--- src/rtl/core/mrr_pkg.sv ---
package mrr_pkg;
    localparam int CAND_W = 63;
    localparam int WORD_W = 32;
endpackage

--- src/rtl/core/mrr_if.sv ---
interface mrr_req_if
    import mrr_pkg::*;
();
    logic                valid;
    logic                ready;
    logic [CAND_W-1:0]   candidate;
    logic [WORD_W-1:0]   random_word;
    modport source (output valid, candidate, random_word, input ready);
    modport sink   (input valid, candidate, random_word, output ready);
endinterface

interface mrr_rsp_if;
    logic valid;
    logic ready;
    logic composite;
    modport source (output valid, composite, input ready);
    modport sink   (input valid, composite, output ready);
endinterface

--- src/rtl/core/miller_rabin_round_top.sv ---
// One Miller-Rabin round on a NUM_BITS-bit odd candidate: the base is
// (random_word mod (n-1)) + 1, x = base^u mod n with n-1 = u*2^t, then the
// squaring chain is checked. The result is 1 when the candidate is proven
// composite, 0 when it is probably prime; 2 gives 0, 0, 1 and even numbers
// give 1. One item at a time: the request side is ready only while the block
// is idle. The work runs as a restoring reduction for the base, stripping of
// factors of two, and modular products on one shared shift-add multiplier;
// a round needs up to about 2*NUM_BITS products. A finished result waits in
// the output register while the next item is taken.
module miller_rabin_round_top
    import mrr_pkg::*;
#(
    parameter int NUM_BITS = 63
) (
    input  logic      i_clk,
    input  logic      i_rst_n,
    mrr_req_if.sink   i_req,
    mrr_rsp_if.source o_rsp
);
    localparam int W  = NUM_BITS;
    localparam int CW = $clog2(W);
    localparam int TW = $clog2(W + 1);
    localparam int DW = $clog2(WORD_W);
    localparam logic [W-1:0] ONE = {{(W-1){1'b0}}, 1'b1};
    localparam logic [W-1:0] TWO = {{(W-2){1'b0}}, 2'b10};

    typedef enum logic [3:0] {
        S_IDLE, S_DIV, S_FAC, S_PW, S_PSQ, S_MUL, S_WIT0, S_WLOOP, S_DONE
    } t_state;
    typedef enum logic [1:0] {OP_ACC, OP_SQ, OP_WIT} t_op;

    t_state           r_state;
    t_op              r_op;
    logic [W-1:0]     r_n, r_nm1, r_rem, r_u, r_acc, r_base, r_ma, r_mb, r_mr;
    logic [WORD_W-1:0] r_w;
    logic [DW-1:0]    r_dcnt;
    logic [CW-1:0]    r_mcnt;
    logic [TW-1:0]    r_t;
    logic             r_comp, r_ov, r_oc;

    logic [W-1:0]     n_in;
    logic [W:0]       m_t1, m_t1r, m_t2, m_t2r, d_t1, d_t1r;
    logic [W-1:0]     m_next, d_next;

    assign n_in = i_req.candidate[W-1:0];
    assign i_req.ready = (r_state == S_IDLE);
    assign o_rsp.valid = r_ov;
    assign o_rsp.composite = r_oc;

    // shared shift-add modular multiplier step
    always_comb begin
        m_t1  = {r_mr, 1'b0};
        m_t1r = (m_t1 >= {1'b0, r_n}) ? m_t1 - {1'b0, r_n} : m_t1;
        m_t2  = m_t1r + (r_mb[r_mcnt] ? {1'b0, r_ma} : '0);
        m_t2r = (m_t2 >= {1'b0, r_n}) ? m_t2 - {1'b0, r_n} : m_t2;
        m_next = m_t2r[W-1:0];
        // restoring remainder step for the base
        d_t1  = {r_rem, r_w[WORD_W-1]};
        d_t1r = (d_t1 >= {1'b0, r_nm1}) ? d_t1 - {1'b0, r_nm1} : d_t1;
        d_next = d_t1r[W-1:0];
    end

    always_ff @(posedge i_clk) begin
        if (!i_rst_n) begin
            r_state <= S_IDLE;
            r_ov    <= 1'b0;
        end else begin
            if (o_rsp.ready && r_state != S_DONE) r_ov <= 1'b0;
            case (r_state)
                S_IDLE: begin
                    if (i_req.valid) begin
                        r_n    <= n_in;
                        r_nm1  <= n_in - ONE;
                        r_u    <= n_in - ONE;
                        r_w    <= i_req.random_word;
                        r_rem  <= '0;
                        r_dcnt <= '0;
                        r_t    <= '0;
                        r_acc  <= ONE;
                        if (n_in == TWO) begin
                            r_comp  <= 1'b0;
                            r_state <= S_DONE;
                        end else if (n_in < TWO || !n_in[0]) begin
                            r_comp  <= 1'b1;
                            r_state <= S_DONE;
                        end else begin
                            r_state <= S_DIV;
                        end
                    end
                end
                S_DIV: begin
                    r_rem  <= d_next;
                    r_w    <= {r_w[WORD_W-2:0], 1'b0};
                    r_dcnt <= r_dcnt + 1'b1;
                    if (r_dcnt == DW'(WORD_W - 1)) begin
                        r_base  <= d_next + ONE;
                        r_state <= S_FAC;
                    end
                end
                S_FAC: begin
                    if (!r_u[0]) begin
                        r_u <= r_u >> 1;
                        r_t <= r_t + 1'b1;
                    end else begin
                        r_state <= S_PW;
                    end
                end
                S_PW: begin
                    if (r_u == '0) begin
                        r_state <= S_WIT0;
                    end else if (r_u[0]) begin
                        r_ma <= r_acc; r_mb <= r_base; r_mr <= '0;
                        r_mcnt <= CW'(W - 1); r_op <= OP_ACC;
                        r_state <= S_MUL;
                    end else begin
                        r_state <= S_PSQ;
                    end
                end
                S_PSQ: begin
                    r_u <= r_u >> 1;
                    if (r_u[W-1:1] != '0) begin
                        r_ma <= r_base; r_mb <= r_base; r_mr <= '0;
                        r_mcnt <= CW'(W - 1); r_op <= OP_SQ;
                        r_state <= S_MUL;
                    end else begin
                        r_state <= S_PW;
                    end
                end
                S_MUL: begin
                    r_mr   <= m_next;
                    r_mcnt <= r_mcnt - 1'b1;
                    if (r_mcnt == '0) begin
                        case (r_op)
                            OP_ACC: begin
                                r_acc <= m_next;
                                r_state <= S_PSQ;
                            end
                            OP_SQ: begin
                                r_base <= m_next;
                                r_state <= S_PW;
                            end
                            default: begin
                                if (r_acc != r_nm1 && r_acc != ONE && m_next == ONE) begin
                                    r_comp  <= 1'b1;
                                    r_state <= S_DONE;
                                end else begin
                                    r_acc   <= m_next;
                                    r_t     <= r_t - 1'b1;
                                    r_state <= S_WLOOP;
                                end
                            end
                        endcase
                    end
                end
                S_WIT0: begin
                    if (r_acc == ONE) begin
                        r_comp  <= 1'b0;
                        r_state <= S_DONE;
                    end else begin
                        r_state <= S_WLOOP;
                    end
                end
                S_WLOOP: begin
                    if (r_t == '0) begin
                        r_comp  <= (r_acc != ONE);
                        r_state <= S_DONE;
                    end else begin
                        r_ma <= r_acc; r_mb <= r_acc; r_mr <= '0;
                        r_mcnt <= CW'(W - 1); r_op <= OP_WIT;
                        r_state <= S_MUL;
                    end
                end
                S_DONE: begin
                    if (!r_ov || o_rsp.ready) begin
                        r_ov    <= 1'b1;
                        r_oc    <= r_comp;
                        r_state <= S_IDLE;
                    end
                end
                default: r_state <= S_IDLE;
            endcase
        end
    end

    a_busy_after_transfer: assert property (@(posedge i_clk) disable iff (!i_rst_n)
        (i_req.valid && i_req.ready) |=> !i_req.ready)
        else $error("request taken while busy");
    a_mul_reduced: assert property (@(posedge i_clk) disable iff (!i_rst_n)
        (r_state == S_MUL) |-> (r_mr < r_n && r_ma < r_n))
        else $error("multiplier operand not reduced");
    a_rem_reduced: assert property (@(posedge i_clk) disable iff (!i_rst_n)
        (r_state == S_DIV) |-> (r_rem < r_nm1))
        else $error("base remainder out of range");
endmodule
--- src/flat_wrapper.sv ---
// flat-port wrapper written by rule: the top's interface ports become plain ports
module miller_rabin_round_top_flat import mrr_pkg::*;
#(
    parameter int NUM_BITS = 63
)
  (i_clk, i_rst_n, i_req_valid, i_req_candidate, i_req_random_word, i_req_ready, o_rsp_valid, o_rsp_composite, o_rsp_ready);
  mrr_req_if i_req_i ();
  mrr_rsp_if o_rsp_i ();
  input  logic i_clk;
  input  logic i_rst_n;
  input wire logic [$bits(i_req_i.valid)-1:0] i_req_valid;
  input wire logic [$bits(i_req_i.candidate)-1:0] i_req_candidate;
  input wire logic [$bits(i_req_i.random_word)-1:0] i_req_random_word;
  output wire logic [$bits(i_req_i.ready)-1:0] i_req_ready;
  output wire logic [$bits(o_rsp_i.valid)-1:0] o_rsp_valid;
  output wire logic [$bits(o_rsp_i.composite)-1:0] o_rsp_composite;
  input wire logic [$bits(o_rsp_i.ready)-1:0] o_rsp_ready;
  assign i_req_i.valid = i_req_valid;
  assign i_req_i.candidate = i_req_candidate;
  assign i_req_i.random_word = i_req_random_word;
  assign i_req_ready = i_req_i.ready;
  assign o_rsp_valid = o_rsp_i.valid;
  assign o_rsp_composite = o_rsp_i.composite;
  assign o_rsp_i.ready = o_rsp_ready;
  miller_rabin_round_top #(.NUM_BITS(NUM_BITS)) u_core (.i_clk(i_clk), .i_rst_n(i_rst_n), .i_req(i_req_i), .o_rsp(o_rsp_i));
endmodule
--- config.mk ---
export PLATFORM = sky130hd
export DESIGN_NAME = miller_rabin_round_top_flat
export DESIGN_NICKNAME = d
export VERILOG_FILES = /design/src/rtl/core/mrr_pkg.sv /design/src/rtl/core/mrr_if.sv /design/src/rtl/core/miller_rabin_round_top.sv /design/src/flat_wrapper.sv
export SDC_FILE = /design/constraint.sdc
export NUM_CORES = 2
export LEC_CHECK = 0
export ABC_AREA = 1
export BUFFER_PORTS_ARGS = -buffer_cell sky130_fd_sc_hd__buf_2
export CORE_ASPECT_RATIO = 2
export CORE_MARGIN = 2
export CORE_UTILIZATION = 50
export CTS_BUF_LIST = sky130_fd_sc_hd__clkbuf_4 sky130_fd_sc_hd__clkbuf_8 sky130_fd_sc_hd__clkbuf_16
export CTS_CLUSTER_SIZE = 25
export DETAILED_ROUTE_END_ITERATION = 10
export GPL_TIMING_DRIVEN = 0
export PLACE_DENSITY_LB_ADDON = 0.3
export SKIP_LAST_GASP = 1
export SLEW_MARGIN = 20
export SYNTH_ARGS = -nofsm -noshare
export SYNTH_HDL_FRONTEND = slang
export SYNTH_SLANG_ARGS = --single-unit
--- constraint.sdc ---
create_clock -name i_clk -period 12.7 [get_ports i_clk]
set_input_delay 0 -clock i_clk [delete_from_list [all_inputs] [get_ports i_clk]]
set_output_delay 0 -clock i_clk [all_outputs]
set_load 0.005 [all_outputs]
==> flow_summary.yaml <==
global_route:
  gr-usage-met1: 0.425
  first_global_vias: 50300
  grtUsageMet3: 0.0893
  globalRouteMet2Util: 0.799
  track_usage: 0.471
  antenna_found_initial: 14
  grt.busiest_layer: "met2"
  grt_first_pass_wirelength_um: 335000
  grt_overflow: 0
  grt_max_degree: 50
placement:
  place_congestion: 1.14
  dp_hpwl_um: 199000
  dp_slack_ns: -1.58
  placed_cells: 8178
  portBuffers: 101
setup_path:
  reg2reg_depth: 48
  worstPathArrival_ns: 13.26
  required_ns: 13.08
  r2r_slack_ns: -0.18
  startpoint_type: "flop"
  reg2reg_from: "u_core.r_mcnt[2]$_SDFFCE_PN1P_"
  r2r_end: "u_core.r_acc[6]$_SDFFCE_PN0P_"
  crit_end: "u_core.r_acc[6]$_SDFFCE_PN0P_"
  crit_path_start: "u_core.r_mcnt[2]$_SDFFCE_PN1P_"
  cp_slowest_cell: "clkbuf_1"
  slowest_delay_ns: 0.68
  critical_path.max_fanout: 48
  worstSetupPathType: "reg -> reg"
  crit_top_cell: "nand2_1"
  cp-end-kind: "flop"
synth:
  synth_ff_type: "edfxtp_1"
  synth_edf_count: 620
  syn_area_per_cell_um2: 7.34
  ys_seq_elements: 625
  ys_warn_count: 0
  synthArstFlopShare: 0
  synthDistinctLibCells: 78
  synthCells: 6732
  synthesis.nets: 7099
  synth_seq_area_share: 0.379
  synth_area_um2: 49400
routing:
  wirelength_um: 241000
  firstDrtPassIters: 8
  wl_per_cell_um: 28.7
  antenna_left: 0
  drc_errors: 0
  via_count: 49700
  first_iter_violations: 4356
  via_per_inst: 5.93
power:
  p_leak_nw: 24.4
  p_total_mw: 9.54
  irDropWorstVdd_mv: 0.182
  powerDensity_nw_per_um2: 173
sta:
  slew_viol_final: 0
  setup_violations: 48
  finClkSkew_ns: 0.0427
  min_period_ns: 12.88
  setup_tns_ns: -6.39
  hold_viol_final: 0
  fmax_mhz: 77.7
  worst_pin_slew_ns: 1.43
  rsz0062_at_grt: "no"
  relSlewSlack: 0.0374
  period_share: 1.01
  fin_ws_ns: -0.176
status:
  outcome: "complete, but fails checks"
  failed_checks: "negative setup slack"
layout:
  n_fill_cell: 9753
  final_core_util: 0.561
  finalNetCount: 7383
  final_cells: 8392
  synthToLayoutAreaGrowth_pct: 11.7
  drive_gt1_frac: 0.0690
die:
  dieWidth_um: 226
  ios: 102
  dieArea_um2: 101000
  start_util: 0.503
  die_y_um: 449
  core_area_um2: 98300
  rows: 163
clock_tree:
  numCtsBuffers: 56
  cts.sinks: 625
  clock_insertion_delay_worst_skew_ns: 0.71
  tritoncts: "built"
  clock-root-buffer: "clkbuf_16"
  path_clk_slew_ns: 0.07
  cts_max_level: 2
  clock_path_buffers: 3
job:
  cap_violations: 0
worst_hold_path:
  hp-start: "i_req_valid"
  hold_class: "in -> reg"
## per-layer routing
layer	vias up	wire length [µm]
li1	22700	-
met5	-	12
met4	2	37100
met2	2779	115000
met1	23000	70500
met3	1206	17800
## per-stage QoR
stage / hold slack [ns] / cell area, µm²
after floorplan: 0.0989 / 49400
after global placement: 0.232 / 51600
after detailed placement: 0.241 / 52200
after CTS: 0.00547 / 55100
after global routing: 0.0556 / 55200
final: 0.0164 / 55200
## layout make-up
| type | count | area (µm²) | area share |
|---|---|---|---|
| Antenna cell | 12 | 30.0 | 0.000544 |
| Buffer | 131 | 673 | 0.0122 |
| Clock buffer | 68 | 1530 | 0.0277 |
| Clock inverter | 34 | 300 | 0.00544 |
| Inverter | 1079 | 4060 | 0.0736 |
| Multi-Input combinational cell | 4895 | 26200 | 0.474 |
| Sequential cell | 625 | 18700 | 0.339 |
| Tap cell | 1320 | 1650 | 0.0299 |
| Timing Repair Buffer | 228 | 2060 | 0.0373 |
## cells in the final DEF (no fill, tap or decap), drive strengths merged, types with 45 or more instances in the layout
cell         synthesis  final
buf                 41    171
edfxtp             620    620
clkbuf              92    157
nand3              248    248
inv               1072   1075
nand4               73     73
a21oi              382    382
dlygate4sd3          0     98
a31oi               45     45
xor2               200    200
ha                 263    263
nor3                81     81
o21ai              507    507
nor4                51     51
xnor2              135    135
nand2             1633   1633
nor2               976    976
## timing repair
item                       4_1_cts  5_1_grt
setup endpoints to repair       74       74
gates resized for setup         16       21
hold endpoints to repair       224        0
hold buffers                    98        0
pin swaps                        0        1
setup buffers                    0        2
## flip-flops by register name, summed over array words and instances, names as in the netlist, 4 cells and up
signal / flops
u_core.r_u: 63
u_core.r_ma: 63
u_core.r_mcnt: 6
u_core.r_mr: 63
u_core.r_dcnt: 5
u_core.r_t: 6
u_core.r_nm1: 63
u_core.r_w: 32
u_core.r_mb: 63
u_core.r_base: 63
u_core.r_n: 63
u_core.r_acc: 63
u_core.r_state: 4
u_core.r_rem: 63
## cell usage after synthesis, types with 19 or more instances
library cell  instances  area, µm²
a21o_1               37        278
a21oi_1             381       1910
a31o_2               19        166
a31oi_1              45        282
a32o_1               25        250
clkbuf_1             92        345
edfxtp_1            620      18600
ha_1                263       3290
inv_1              1043       3920
inv_2                29        109
nand2_1            1599       6000
nand2_2              31        194
nand3_1             241       1210
nand4_1              72        450
nor2_1              936       3510
nor2_2               32        200
nor3_1               76        380
nor4_1               48        300
o21a_1               22        165
o21ai_0             439       2200
o21ai_1              47        235
o21ai_2              21        184
o21bai_1             37        278
or2_2                27        169
xnor2_1             135       1180
xor2_1              200       1750
## power by group
group	switching [mW]	leakage [nW]	internal, mW
logic	3.42	17.6	1.39
clock network	0.881	0.905	0.926
registers	0.206	5.86	2.72
total	4.51	24.4	5.03
## cells by family after synthesis
kind of cell | count (synthesis) | share of synthesized area
buffers and inverters | 1212 | 0.0951
XOR/XNOR | 335 | 0.0594
AO/OA/AOI/OAI | 1157 | 0.134
flip-flops | 625 | 0.379
AND/OR/NAND/NOR | 3133 | 0.264
multiplexers | 2 | 0.000405
adder cells (fa/ha/maj) | 268 | 0.0686
## critical path: cells and delay by family (launching register included)
family / cells / cell delay (ns)
xor gates and xnor gates: 1 / 0.20
AOI/OAI and AO/OA: 8 / 2.67
and+or+nand+nor: 28 / 5.70
buffers and inverters: 9 / 2.77
adders and majority gates: 2 / 0.62
DFF: 1 / 0.40
## how the worst min path moves through the flow
| stage | end | slack, ns | cells past startpoint |
|---|---|---|---|
| floorplan | u_core.r_n[0]$_DFFE_PP_ | 0.1 | 0 |
| global route | u_core.r_rem[60]$_SDFFCE_PN0P_ | 0.06 | 3 |
| finish | u_core.r_u[0]$_DFFE_PP_ | 0.02 | 4 |
| detailed placement | u_core.r_n[4]$_DFFE_PP_ | 0.24 | 1 |
| global placement | u_core.r_n[4]$_DFFE_PP_ | 0.23 | 1 |
| CTS | u_core.r_rem[60]$_SDFFCE_PN0P_ | 0.005 | 3 |
Note: power is estimated with default switching activity, not from simulation.
